[config.mk]
export PLATFORM = sky130hd
export DESIGN_NAME = base64_stream_encoder_flat
export DESIGN_NICKNAME = d
export VERILOG_FILES = /design/src/hw/rtl/b64e_pkg.sv /design/src/hw/rtl/b64e_if.sv /design/src/hw/rtl/b64e_front.sv /design/src/hw/rtl/b64e_queue.sv /design/src/hw/rtl/b64e_back.sv /design/src/hw/rtl/base64_stream_encoder.sv /design/src/flat_wrapper.sv
export SDC_FILE = /design/constraint.sdc
export NUM_CORES = 1
export LEC_CHECK = 0
export BUFFER_PORTS_ARGS = -buffer_cell sky130_fd_sc_hd__buf_4
export CAP_MARGIN = 10
export CELL_PAD_IN_SITES_DETAIL_PLACEMENT = 1
export CELL_PAD_IN_SITES_GLOBAL_PLACEMENT = 1
export CORE_MARGIN = 2
export CORE_UTILIZATION = 44
export CTS_CLUSTER_DIAMETER = 60
export DETAILED_ROUTE_END_ITERATION = 8
export HOLD_SLACK_MARGIN = 0.05
export PLACE_DENSITY = 0.72
export SYNTH_ARGS = -nofsm -noshare
export SYNTH_HDL_FRONTEND = slang
export SYNTH_SLANG_ARGS = --single-unit
[constraint.sdc]
create_clock -name clock -period 3.4 [get_ports clock]
set_input_delay 0.34 -clock clock [delete_from_list [all_inputs] [get_ports clock]]
set_output_delay 0.34 -clock clock [all_outputs]
set_load 0.1 [all_outputs]
[src/hw/rtl/b64e_pkg.sv]
// shared types, constants and the character map of the base64 encoder
package b64e_pkg;

   localparam int unsigned QueueDepth = 2;
   localparam int unsigned QueuePtrWidth = $clog2(QueueDepth);
   localparam int unsigned QueueCountWidth = $clog2(QueueDepth + 1);

   localparam logic [7:0] PadChar = 8'h3D;
   localparam logic [5:0] SextetMask = 6'h3F;

   // padding codes carried with each group
   localparam logic [1:0] PadNone = 2'd0;
   localparam logic [1:0] PadOne = 2'd1;
   localparam logic [1:0] PadTwo = 2'd2;

   typedef struct packed {
      logic [23:0] group;
      logic [1:0]  pad;
      logic        last;
   } b64e_group_type;

   typedef struct packed {
      logic           valid;
      b64e_group_type entry;
   } b64e_push_type;

   typedef struct packed {
      logic           valid;
      b64e_group_type entry;
   } b64e_head_type;

   // standard alphabet: A-Z a-z 0-9 + /
   function automatic logic [7:0] sextet_to_char(input logic [5:0] sextet);
      logic [7:0] code;
      code = {2'b00, sextet & SextetMask};
      if (code < 8'd26) begin
         return 8'h41 + code;
      end else if (code < 8'd52) begin
         return 8'h61 + (code - 8'd26);
      end else if (code < 8'd62) begin
         return 8'h30 + (code - 8'd52);
      end else if (code == 8'd62) begin
         return 8'h2B;
      end else begin
         return 8'h2F;
      end
   endfunction

endpackage

[src/hw/rtl/b64e_if.sv]
// valid/ready channel interfaces for raw bytes and encoded characters
interface b64e_req_if;
   logic       valid;
   logic       ready;
   logic [7:0] data_byte;
   logic       end_of_message;

   modport source (output valid, output data_byte, output end_of_message, input ready);
   modport sink (input valid, input data_byte, input end_of_message, output ready);
endinterface

interface b64e_rsp_if;
   logic       valid;
   logic       ready;
   logic [7:0] out_char;
   logic       last_char;

   modport source (output valid, output out_char, output last_char, input ready);
   modport sink (input valid, input out_char, input last_char, output ready);
endinterface

[src/hw/rtl/b64e_front.sv]
// front end: takes raw bytes, holds partial groups, pushes each group once it is complete or the message ends
module b64e_front import b64e_pkg::*; (
   input  logic          clock,
   input  logic          reset,
   input  logic          in_valid,
   output logic          in_ready,
   input  logic [7:0]    data_byte,
   input  logic          end_of_message,
   input  logic          queue_full,
   output b64e_push_type push
);

   logic [15:0] held_bytes_ff, held_bytes_in;
   logic [1:0]  held_count_ff, held_count_in;
   logic        accept;
   logic        store_only;

   assign in_ready = !queue_full;
   assign accept = in_valid && in_ready;
   assign store_only = (held_count_ff != 2'd2) && !end_of_message;

   always_comb begin
      held_bytes_in = held_bytes_ff;
      held_count_in = held_count_ff;
      push.valid = accept && !store_only;
      push.entry.last = end_of_message;
      push.entry.group = {data_byte, 16'h0000};
      push.entry.pad = PadTwo;
      unique case (held_count_ff)
         2'd0: begin
            push.entry.group = {data_byte, 16'h0000};
            push.entry.pad = PadTwo;
         end
         2'd1: begin
            push.entry.group = {held_bytes_ff[15:8], data_byte, 8'h00};
            push.entry.pad = PadOne;
         end
         default: begin
            push.entry.group = {held_bytes_ff, data_byte};
            push.entry.pad = PadNone;
         end
      endcase
      if (accept) begin
         if (store_only) begin
            if (held_count_ff == 2'd0) begin
               held_bytes_in = {data_byte, 8'h00};
            end else begin
               held_bytes_in = {held_bytes_ff[15:8], data_byte};
            end
            held_count_in = held_count_ff + 2'd1;
         end else begin
            held_bytes_in = 16'h0000;
            held_count_in = 2'd0;
         end
      end
   end

   always_ff @(posedge clock) begin
      if (reset) begin
         held_bytes_ff <= 16'h0000;
         held_count_ff <= 2'd0;
      end else begin
         held_bytes_ff <= held_bytes_in;
         held_count_ff <= held_count_in;
      end
   end

endmodule

[src/hw/rtl/b64e_queue.sv]
// short group queue between front and back ends
module b64e_queue import b64e_pkg::*; (
   input  logic          clock,
   input  logic          reset,
   input  b64e_push_type push,
   output logic          full,
   output b64e_head_type head,
   input  logic          pop
);

   b64e_group_type entries_ff [QueueDepth];
   logic [QueuePtrWidth-1:0]   wr_ptr_ff, rd_ptr_ff;
   logic [QueueCountWidth-1:0] count_ff, count_in;
   logic do_push, do_pop;

   assign full = (count_ff == QueueCountWidth'(QueueDepth));
   assign do_push = push.valid && !full;
   assign do_pop = pop && (count_ff != '0);
   assign head.valid = (count_ff != '0);
   assign head.entry = entries_ff[rd_ptr_ff];

   always_comb begin
      count_in = count_ff;
      if (do_push && !do_pop) begin
         count_in = count_ff + 1'b1;
      end else if (do_pop && !do_push) begin
         count_in = count_ff - 1'b1;
      end
   end

   always_ff @(posedge clock) begin
      if (do_push) begin
         entries_ff[wr_ptr_ff] <= push.entry;
      end
   end

   always_ff @(posedge clock) begin
      if (reset) begin
         wr_ptr_ff <= '0;
         rd_ptr_ff <= '0;
         count_ff <= '0;
      end else begin
         count_ff <= count_in;
         if (do_push) begin
            wr_ptr_ff <= (wr_ptr_ff == QueuePtrWidth'(QueueDepth - 1)) ? '0 : wr_ptr_ff + 1'b1;
         end
         if (do_pop) begin
            rd_ptr_ff <= (rd_ptr_ff == QueuePtrWidth'(QueueDepth - 1)) ? '0 : rd_ptr_ff + 1'b1;
         end
      end
   end

endmodule

[src/hw/rtl/b64e_back.sv]
// back end: emits the four characters of the head group, one per cycle while the output is not stalled
module b64e_back import b64e_pkg::*; (
   input  logic          clock,
   input  logic          reset,
   input  b64e_head_type head,
   output logic          pop,
   output logic          out_valid,
   input  logic          out_ready,
   output logic [7:0]    out_char,
   output logic          last_char
);

   logic [1:0] index_ff, index_in;
   logic       valid_ff, valid_in;
   logic [7:0] char_ff, char_in;
   logic       last_ff, last_in;
   logic       advance;
   logic [5:0] sextet;

   assign out_valid = valid_ff;
   assign out_char = char_ff;
   assign last_char = last_ff;

   // output register free or draining this cycle
   assign advance = head.valid && (!valid_ff || out_ready);
   assign pop = advance && (index_ff == 2'd3);

   always_comb begin
      unique case (index_ff)
         2'd0: sextet = head.entry.group[23:18];
         2'd1: sextet = head.entry.group[17:12];
         2'd2: sextet = head.entry.group[11:6];
         default: sextet = head.entry.group[5:0];
      endcase
   end

   always_comb begin
      index_in = index_ff;
      valid_in = valid_ff && !out_ready;
      char_in = char_ff;
      last_in = last_ff;
      if (advance) begin
         index_in = index_ff + 2'd1;
         valid_in = 1'b1;
         char_in = sextet_to_char(sextet);
         if ((index_ff == 2'd3) && (head.entry.pad != PadNone)) begin
            char_in = PadChar;
         end
         if ((index_ff == 2'd2) && (head.entry.pad == PadTwo)) begin
            char_in = PadChar;
         end
         last_in = head.entry.last && (index_ff == 2'd3);
      end
   end

   always_ff @(posedge clock) begin
      char_ff <= char_in;
      last_ff <= last_in;
   end

   always_ff @(posedge clock) begin
      if (reset) begin
         index_ff <= 2'd0;
         valid_ff <= 1'b0;
      end else begin
         index_ff <= index_in;
         valid_ff <= valid_in;
      end
   end

endmodule

[src/hw/rtl/base64_stream_encoder.sv]
// Streaming base64 encoder, standard alphabet with '=' padding.
//
// req_chan carries one raw byte per transaction with end_of_message set on
// the final byte of a message. rsp_chan carries one ASCII character per
// transaction; last_char marks the final character of a message.
// The front end keeps up to two pending bytes; the third byte of a group, or
// a byte with end_of_message, closes the group and pushes it into a
// two-entry queue. A group closed early is zero filled and its last one or
// two characters come out as '='.
// The back end reads the queue head and emits its four characters at one
// per cycle, unless the receiver stalls, through an output register. A
// closed group passes through the queue and then the output register
// before its first character appears. The front end keeps taking bytes
// while the back end emits; bytes that only fill a group are taken at one
// per cycle while the queue has room.
// Reset clears the pending bytes, empties the queue and clears the output valid.
// When the receiver holds rsp_chan.ready low, the current character holds,
// the queue fills, and req_chan.ready drops once both entries are taken.
module base64_stream_encoder import b64e_pkg::*; (
   input  logic         clock,
   input  logic         reset,
   b64e_req_if.sink     req_chan,
   b64e_rsp_if.source   rsp_chan
);

   b64e_push_type push;
   b64e_head_type head;
   logic          queue_full;
   logic          pop;

   b64e_front u_front (
      .clock          (clock),
      .reset          (reset),
      .in_valid       (req_chan.valid),
      .in_ready       (req_chan.ready),
      .data_byte      (req_chan.data_byte),
      .end_of_message (req_chan.end_of_message),
      .queue_full     (queue_full),
      .push           (push)
   );

   b64e_queue u_queue (
      .clock (clock),
      .reset (reset),
      .push  (push),
      .full  (queue_full),
      .head  (head),
      .pop   (pop)
   );

   b64e_back u_back (
      .clock     (clock),
      .reset     (reset),
      .head      (head),
      .pop       (pop),
      .out_valid (rsp_chan.valid),
      .out_ready (rsp_chan.ready),
      .out_char  (rsp_chan.out_char),
      .last_char (rsp_chan.last_char)
   );

endmodule

[src/flat_wrapper.sv]
// flat-port wrapper written by rule: the top's interface ports become plain ports
module base64_stream_encoder_flat import b64e_pkg::*;
  (clock, reset, req_chan_valid, req_chan_data_byte, req_chan_end_of_message, req_chan_ready, rsp_chan_valid, rsp_chan_out_char, rsp_chan_last_char, rsp_chan_ready);
  b64e_req_if req_chan_i ();
  b64e_rsp_if rsp_chan_i ();
  input  logic clock;
  input  logic reset;
  input wire logic [$bits(req_chan_i.valid)-1:0] req_chan_valid;
  input wire logic [$bits(req_chan_i.data_byte)-1:0] req_chan_data_byte;
  input wire logic [$bits(req_chan_i.end_of_message)-1:0] req_chan_end_of_message;
  output wire logic [$bits(req_chan_i.ready)-1:0] req_chan_ready;
  output wire logic [$bits(rsp_chan_i.valid)-1:0] rsp_chan_valid;
  output wire logic [$bits(rsp_chan_i.out_char)-1:0] rsp_chan_out_char;
  output wire logic [$bits(rsp_chan_i.last_char)-1:0] rsp_chan_last_char;
  input wire logic [$bits(rsp_chan_i.ready)-1:0] rsp_chan_ready;
  assign req_chan_i.valid = req_chan_valid;
  assign req_chan_i.data_byte = req_chan_data_byte;
  assign req_chan_i.end_of_message = req_chan_end_of_message;
  assign req_chan_ready = req_chan_i.ready;
  assign rsp_chan_valid = rsp_chan_i.valid;
  assign rsp_chan_out_char = rsp_chan_i.out_char;
  assign rsp_chan_last_char = rsp_chan_i.last_char;
  assign rsp_chan_i.ready = rsp_chan_ready;
  base64_stream_encoder u_core (.clock(clock), .reset(reset), .req_chan(req_chan_i), .rsp_chan(rsp_chan_i));
endmodule
**Yosys cells after proc, flatten, opt, wreduce, memory -nomap -nowiden**

Memories as Yosys holds them, arrays and structs flattened. A register that Yosys moved wholly into a read port is not among the register bits.
Cells that the tools add are included.

- Output and inout port bits: 11
- Bits in writable memories: 54
- Word-level logic and storage cells: 80
- Bits in registers: 34
- Memories: 1
- Bits of input ports: 13

- Add/sub/neg operators: 11
- $lt $le $gt $ge: 3
- Equal/unequal tests: 9
- Muxes and demuxes: 18
- Reduce and logical (&&, ||, !) cells: 28

Memories:

| name | words | bits a word | read ports | clocked after memory_dff | wr ports | line | text |
|---|---|---|---|---|---|---|---|
| u_core.u_queue.entries_ff | 2 | 27 | 1 | 1 | 1 | b64e_queue.sv:11 | `b64e_group_type entries_ff [QueueDepth];` |

Operator list:

| cell | number |
|---|---|
| 26-bit case mux with 2 select lines | 1 |
| 16-bit 2-to-1 mux | 2 |
| 8-bit 2-to-1 mux | 3 |
| 6-bit case mux with 3 select lines | 1 |
| 1-bit logical AND | 13 |
| 6-bit < comparator, second input constant | 2 |
| 7-bit by 6-bit adder with 8-bit output, first input constant | 1 |
| 7-bit by 7-bit adder with 8-bit output, first input constant | 1 |
| 7-bit by 8-bit adder with 8-bit output, first input constant | 1 |
| 2-bit equality test, second input constant | 4 |
| 1-bit logical NOT | 7 |
| 1-bit 2-to-1 mux | 7 |
| 6-bit by 5-bit subtractor with 7-bit output, second input constant | 1 |
| 6-bit by 6-bit subtractor with 7-bit output, second input constant | 1 |
| 2-bit by 1-bit adder with 2-bit output, second input constant | 3 |
| 6-bit equality test, second input constant | 1 |
| 6-bit by 5-bit < comparator with 1-bit output, second input constant | 1 |
| 2-bit 2-to-1 mux | 3 |
| 2-bit nonzero test | 3 |
| 2-bit by 1-bit equality test with 1-bit output, second input constant | 2 |
| 2-bit logical NOT | 2 |
| 3-bit 2-to-1 mux | 1 |
| 1-bit adder, second input constant | 2 |
| 2-bit by 1-bit inequality test with 1-bit output, second input constant | 1 |
| other kinds (5) | 5 |

**Depth between registers and ports, before layout**

Gate-level depths: netlist of the first run.

- Depth after elaboration: 9
- Mapped depth: 13
- Gate-level depth less buffers: 12

**Modules after synthesis**

A second synthesis of the first run with hierarchy kept.

- Cells, all modules: 389
- Area total of the unflattened synthesis: 4,453.0 um^2

Modules (own cells, without submodules):

| module | seq. area each (um^2) | area an instance (um^2) | times used | cells an instance |
|---|---|---|---|---|
| b64e_queue | 1,721.7 | 2,165.8 | 1 | 109 |
| b64e_back | 330.3 | 1,237.4 | 1 | 149 |
| b64e_front | 360.3 | 1,049.8 | 1 | 131 |

**Least setup slack after synthesis of the first run**

Ideal clock, no wire load.

- Path kind: register to register
- Start point: reg u_core.u_queue.count_ff[0]
- End point: mem u_core.u_queue.entries_ff[0][0] (netlist name) (enable)
- Data required time: 2,955 ps
- Arrival time: 3,615 ps
- Setup time: 445 ps
- Period minus slack after synthesis: 4,060 ps
- Stages on the path, launching flop included: 5
- Slack: -660 ps
- Buffers on the path: 1
- Path through: dfxtp_1 > nand2b_1 > nand2_1 > clkbuf_1 > nor3_1

- Cells in the longest elaborated chain, start to end: 7

RTL lines:

| what | line | text |
|---|---|---|
| start, declared | b64e_queue.sv:13 | `logic [QueueCountWidth-1:0] count_ff, count_in;` |
| start signal, assigned | b64e_queue.sv:43 | `count_ff <= count_in;` |
| 2-bit equality test * | b64e_queue.sv:16 | `assign full = (count_ff == QueueCountWidth'(QueueDepth));` |
| 1-bit logical NOT * | b64e_front.sv:18 | `assign in_ready = !queue_full;` |
| net req_chan_ready | flat_wrapper.sv:11 | `output wire logic [$bits(req_chan_i.ready)-1:0] req_chan_ready;` |
| 1-bit logical AND | b64e_front.sv:19 | `assign accept = in_valid && in_ready;` |
| 1-bit logical AND | b64e_front.sv:25 | `push.valid = accept && !store_only;` |
| 1-bit logical AND * | b64e_queue.sv:17 | `assign do_push = push.valid && !full;` |
| 1-bit 2-to-1 mux * | b64e_queue.sv:32 | `if (do_push) begin` |
| 1-bit 2-to-1 mux (implied by the code) * | b64e_queue.sv:33 | `entries_ff[wr_ptr_ff] <= push.entry;` |
| end, declared | b64e_queue.sv:11 |  |

Mark *: on every way through the listed nets, which the timed path passes. The rest lies on a longest branch.

**Worst setup path after layout of the first run**

- Start point: reg u_core.u_back.index_ff[0]
- End point: reg u_core.u_back.char_ff[4] (netlist: u_core.u_back.out_char[4]) (data pin)

- Cells in the longest elaborated chain, start to end: 7
- Elaborated cells on any way between the ends: 19
- Classes of those cells: 5 x add/sub; 3 x order compare; 3 x eq/ne; 4 x mux; 4 x reduce/logical

RTL lines:

| what | line | text |
|---|---|---|
| start, declared | b64e_back.sv:13 | `logic [1:0] index_ff, index_in;` |
| start signal, assigned | b64e_back.sv:66 | `index_ff <= index_in;` |
| 2-bit equality test (tied with other cells) | b64e_back.sv:29, b64e_back.sv:49 |  |
| 6-bit case mux with 3 select lines | b64e_back.sv:29 | `unique case (index_ff)` |
| 6-bit by 6-bit subtractor with 7-bit output | b64e_pkg.sv:41 | `return 8'h30 + (code - 8'd52);` |
| 7-bit by 7-bit adder with 8-bit output | b64e_pkg.sv:41 |  |
| 8-bit 2-to-1 mux | b64e_pkg.sv:40 | `end else if (code < 8'd62) begin` |
| 8-bit 2-to-1 mux | b64e_pkg.sv:38 | `end else if (code < 8'd52) begin` |
| 8-bit 2-to-1 mux | b64e_pkg.sv:36 | `if (code < 8'd26) begin` |
| end signal, assigned | b64e_back.sv:57 | `char_ff <= char_in;` |
| end, declared | b64e_back.sv:15 | `logic [7:0] char_ff, char_in;` |

Parallel ways exist; a longest one is shown, timed or not.
A chain may end at the register's enable or synchronous reset.

==> run_results.csv, run 1 <==
group,metric,value,unit
finish,area_growth,11.3,%
clock_tree,clk_pin_slew,0.09,ns
global_routing,grt_pass1_wl,15900,um
critical_path,path_class,"reg2reg",
synth,yosys_warnings,0,
routing,drc,0,
power_and_ir_drop,power,2.87,mW
synth,synth_area,4170,um^2
global_routing,gr-total-overflow,0,
status,status,"finished clean",
routing,vias,2887,
placed_design,dp_cells,486,
timing,relSlewSlack,46.4,%
timing,holdWs,0.213,ns
power_and_ir_drop,p_leak,1.63,nW
global_routing,grt_max_degree,28,
clock_tree,cts_hold_repair.buffers,0,
routing,wl_met3,223,um
timing,tightest_slew,0.804,ns
power_and_ir_drop,power_density,619,nW/um^2
timing,rsz0062_at_grt,"false",
critical_path,cp_max_fo,13,
routing,top_layer,"met4",
timing,skew,0.0129,ns
global_routing,track_usage,20.5,%
finish,drive_above_1_share,14.1,%
routing,wl_met2,4920,um
timing,drv_slew,0,
critical_path,end_kind,"flip-flop",
finish,stdcell_count,502,
timing,hold_viol,0,
synth,async_flop_share,0,%
die,ios,24,
clock_tree,cts_resized,0,
synth,synth_cell_types,49,
finish,final_cell_area,4640,um^2
critical_path,worstSetupStartpointType,"flip-flop",
power_and_ir_drop,peakVddDrop,0.000267,V
synth,synth_top_area_cell,"edfxtp_1",
clock_tree,clock_sinks,89,
clock_tree,cts_root_buf,"clkbuf_8",
finish,finish.utilization,50.4,%
critical_path,cp.required,3.55,ns
routing,via_per_inst,5.75,
placed_design,dp_hpwl,7160,um
finish,diodes,0,
synth,syn_inst,364,
finish,final_common_cell,"edfxtp_1",
clock_tree,postCtsSetupBuffers,0,
placed_design,io_buffers,23,
min_path,hold_path.class,"in2reg",
routing,drt-met1-wl,4350,um
critical_path,arrival,3.33,ns
critical_path,slowest_delay,0.57,ns
die,initial_utilization,45.3,%
job,max_cap_viol_count,0,
synth,syn-num-nets,391,
clock_tree,cts_inserted_buffers,9,
finish,final_nets,413,
placed_design,placedInstanceArea,4450,um^2
clock_tree,htreeDepth,3,
routing,drt_iter0_drc,129,
synth,synth_seq_cells,89,
routing,wl_per_cell,19.3,um
timing,setup_viol,0,
clock_tree,clk_path_buf_depth,2,
routing,first_pass_iters,4,
critical_path,cp_slowest_cell,"o311ai_4",
timing,period_share,93.5,%
synth,yosysSeqAreaShare,57.9,%
clock_tree,clk_latency,0.35,ns
die,dieArea,10300,um^2
critical_path,worstPathCellList,"inv_1, ha_1, a22o_1, o311ai_4, inv_4, ha_1, a31o_1, a21oi_2, nor4_1, o41ai_2",
timing,max_freq,315,MHz
synth,synthTopCellsByArea,"edfxtp_1 45%, dfxtp_1 12%, a22oi_1 4.7%",
clock_tree,cts_tree,"done",
placed_design,place_congestion,0.847,
die,placement_rows,35,
placed_design,post-place-ws,0.268,ns
timing,setup_slack,0.222,ns
timing,fin_crit,3.18,ns
global_routing,antenna_found_initial,0,
synth,synth_ff_type,"edfxtp_1",
routing,ant_nets,0,
die,coreArea,9200,um^2
global_routing,grt_pass1_vias,3069,
synth,synth_edf_count,63,
die,die_x,101,um
timing,finalSetupTns,0,ns
synth,yosysTopAreaCellShare,45.4,%
routing,drt-total-wl,9700,um
synth,synth_area_per_cell,11.4,um^2
finish,final_cell_mix,"63 x edfxtp_1, 33 x nand2_1, 31 x nor2_1, 29 x buf_4",
critical_path,cpMostUsedCell,"ha_1",
die,fp.dieH,101,um
==> cell usage after synthesis (all sizes together), types with 2 or more instances <==
| library cell | instances |
|---|---|
| xnor2 | 6 |
| a21oi | 12 |
| a22o | 10 |
| edfxtp | 63 |
| o21a | 2 |
| inv | 10 |
| o31ai | 3 |
| dfxtp | 26 |
| ha | 14 |
| o211ai | 3 |
| nand2 | 33 |
| nor3 | 3 |
| nor2b | 3 |
| nor4 | 6 |
| a22oi | 26 |
| nor2 | 31 |
| and2 | 12 |
| or2 | 2 |
| nand2b | 13 |
| or3 | 3 |
| clkbuf | 13 |
| nand3 | 16 |
| mux2i | 9 |
| a211oi | 5 |
| buf | 5 |
| xor2 | 3 |
| o21ai | 14 |
| o311ai | 2 |
| and3 | 3 |
==> worst max-delay path, delay by kind of cell, from the launching register on <==
kind / cells / cell delay, ns
simple gates: 1 / 0.11
flops: 1 / 0.41
fa+ha+maj: 2 / 0.60
buf+inv: 2 / 0.19
compound gates: 5 / 1.66
==> layer usage <==
layer,vias up,GRT usage (%)
met4,0,7.28
li1,1394,-
met3,17,3.80
met2,43,35.2
met5,-,0
met1,1433,25.9
==> layout make-up <==
cell class	count	area, um^2
inverters	10	40.0
clock inverters	4	23.8
fillers	1010	4560
clock buffers	12	155
repair buffers	29	218
flip-flops and latches	89	2410
well taps	111	139
multi-input cells	247	1650
==> worst paths after layout <==
check	from	to	slack, ns	depth (start not counted)
setup / recovery	u_core.u_back.index_ff[0]	u_core.u_back.out_char[4]	0.22	10
setup reg to reg	u_core.u_back.index_ff[0]	u_core.u_back.out_char[4]	0.22	10
hold reg to reg	u_core.u_front.held_count_ff[1]	u_core.u_front.held_count_ff[1]	0.50	2
hold / removal	req_chan_end_of_message	u_core.u_queue.entries_ff[0][0]	0.21	1
==> power by group <==
group,switching (mW),internal (mW)
logic,0.632,0.278
registers,0.0332,1.26
clock network,0.361,0.307
total,1.03,1.85
==> state kept, by name, indices dropped and copies added, names as in the netlist, named ones only <==
| signal | cells |
|---|---|
| u_core.u_back.index_ff | 2 |
| u_core.u_back.last_char | 1 |
| u_core.u_back.out_char | 8 |
| u_core.u_back.out_valid | 1 |
| u_core.u_front.held_bytes_ff | 16 |
| u_core.u_front.held_count_ff | 2 |
| u_core.u_queue.count_ff | 2 |
| u_core.u_queue.entries_ff | 54 |
| u_core.u_queue.rd_ptr_ff | 1 |
| u_core.u_queue.wr_ptr_ff | 1 |
==> kinds of logic after synthesis <==
| logic type | after synthesis | share of synthesized area [%] |
|---|---|---|
| buffers and inverters | 28 | 2.88 |
| adder cells (fa/ha/maj) | 14 | 4.20 |
| flip-flops | 89 | 57.9 |
| AND/OR/NAND/NOR | 127 | 15.0 |
| AO/OA/AOI/OAI | 88 | 15.9 |
| XOR/XNOR | 9 | 1.89 |
| multiplexers | 9 | 2.16 |
(Power assumes the default switching activity.)
==> inputs of run 2 (changes only) <==
Settings changed: CELL_PAD_IN_SITES_DETAIL_PLACEMENT 1 to 0, CORE_MARGIN 2 to 10.
==> run_results.csv, run 2 (synthesis results as in run 1) <==
group,metric,value,unit
clock_tree,clk_path_buf_depth,2,
critical_path,crit_buf_inv,1,
die,initial_utilization,45.1,%
critical_path,end_kind,"flip-flop",
clock_tree,cts_inserted_buffers,9,
job,max_cap_viol_count,0,
clock_tree,cts_root_buf,"clkbuf_8",
die,dieArea,13800,um^2
placed_design,io_buffers,23,
die,placement_rows,35,
critical_path,arrival,3.20,ns
critical_path,worstPathCellList,"inv_1, ha_1, a22o_1, o311ai_1, a211oi_2, o21a_1, a211oi_1, o41ai_2",
critical_path,cp.required,3.49,ns
die,ios,24,
finish,final_cell_mix,"63 x edfxtp_1, 33 x nand2_1, 31 x nor2_1, 29 x buf_4",
critical_path,critical_path.top_delay_family,"compound AO/OA/AOI/OAI gates",
die,coreArea,9240,um^2
finish,area_growth,12.0,%
global_routing,grt_max_degree,28,
clock_tree,cts_tree,"done",
timing,relSlewSlack,47.5,%
routing,via_per_inst,5.35,
timing,hold_viol,0,
timing,rsz0062_at_grt,"false",
global_routing,track_usage,13.3,%
routing,first_pass_iters,5,
timing,setup_viol,0,
clock_tree,clock_sinks,89,
global_routing,gr-total-overflow,0,
routing,vias,2784,
min_path,hold_path.class,"in2reg",
finish,diodes,0,
power_and_ir_drop,power_density,617,nW/um^2
timing,fin_crit,3.11,ns
critical_path,path_class,"reg2reg",
finish,regMostFlops,"u_core.u_queue.entries_ff",
finish,drive_above_1_share,13.8,%
clock_tree,clk_latency,0.35,ns
clock_tree,htreeDepth,3,
finish,final_common_cell,"edfxtp_1",
timing,period_share,91.4,%
power_and_ir_drop,peakVddDrop,0.000235,V
routing,drt-total-wl,9030,um
finish,final_nets,413,
placed_design,place_congestion,0.874,
critical_path,cp_max_fo,13,
clock_tree,cts_resized,0,
clock_tree,clk_pin_slew,0.09,ns
routing,ant_nets,0,
critical_path,worstSetupStartpointType,"flip-flop",
timing,skew,0.0107,ns
timing,finalSetupTns,0,ns
placed_design,dp_hpwl,6580,um
global_routing,antenna_found_initial,0,
timing,tightest_slew,0.775,ns
die,die_x,117,um
routing,wl_per_cell,17.4,um
global_routing,grt_pass1_vias,2802,
timing,drv_slew,0,
critical_path,cp_slowest_cell,"o311ai_1",
power_and_ir_drop,p_leak,1.63,nW
global_routing,grt_pass1_wl,14800,um
clock_tree,cts_hold_repair.buffers,0,
routing,drc,0,
critical_path,slowest_delay,0.69,ns
status,status,"finished clean",
finish,largest_reg_flops,54,
clock_tree,postCtsSetupBuffers,0,
timing,setup_slack,0.291,ns
power_and_ir_drop,power,2.88,mW
timing,max_freq,322,MHz
routing,drt_iter0_drc,187,
placed_design,post-place-ws,0.341,ns
finish,finish.utilization,50.5,%
die,fp.dieH,117,um
==> run 2: changes by cell type in the layout (fill, tap and decap cells not counted), sizes merged <==
cell    before  now
clkbuf      12   11
inv         13   10
clkinv       1    5
==> run 2: layer usage <==
layer / up-vias / wire (um) / track usage (%)
met3: 10 / 202 / 2.21
met4: 0 / 129 / 7.04
met2: 43 / 4430 / 20.6
li1: 1396 / - / -
met1: 1335 / 4270 / 17.3
met5: - / 0 / 0
==> run 2: cell type report <==
type,instances,area (um^2)
Timing Repair Buffer,29,218
Clock inverter,5,27.5
Tap cell,129,161
Sequential cell,89,2410
Clock buffer,11,163
Multi-Input combinational cell,247,1650
Inverter,10,40.0
Fill cell,817,4570
==> run 2: power by group <==
group          total [mW]  switching, mW  internal [mW]
sequential           1.29         0.0315           1.26
combinational       0.897          0.621          0.277
clock               0.688          0.363          0.326
==> run 2: through the flow <==
step | hold WS (ns) | std cells | instance area, um^2
after floorplan | 0.439 | 364 | 4170
final | 0.204 | 520 | 4670
after global routing | 0.190 | 520 | 4670
after CTS | 0.180 | 520 | 4670
after global placement | 0.479 | 504 | 4480
after detailed placement | 0.489 | 504 | 4480
==> run 2: worst paths after layout <==
check | from | endpoint | slack, ns | cells after the start
max | u_core.u_back.index_ff[0] | u_core.u_back.out_char[4] | 0.29 | 8
min | req_chan_end_of_message | u_core.u_queue.entries_ff[0][0] | 0.20 | 1
max reg2reg | u_core.u_back.index_ff[0] | u_core.u_back.out_char[4] | 0.29 | 8
min reg2reg | u_core.u_front.held_count_ff[1] | u_core.u_front.held_count_ff[1] | 0.50 | 2
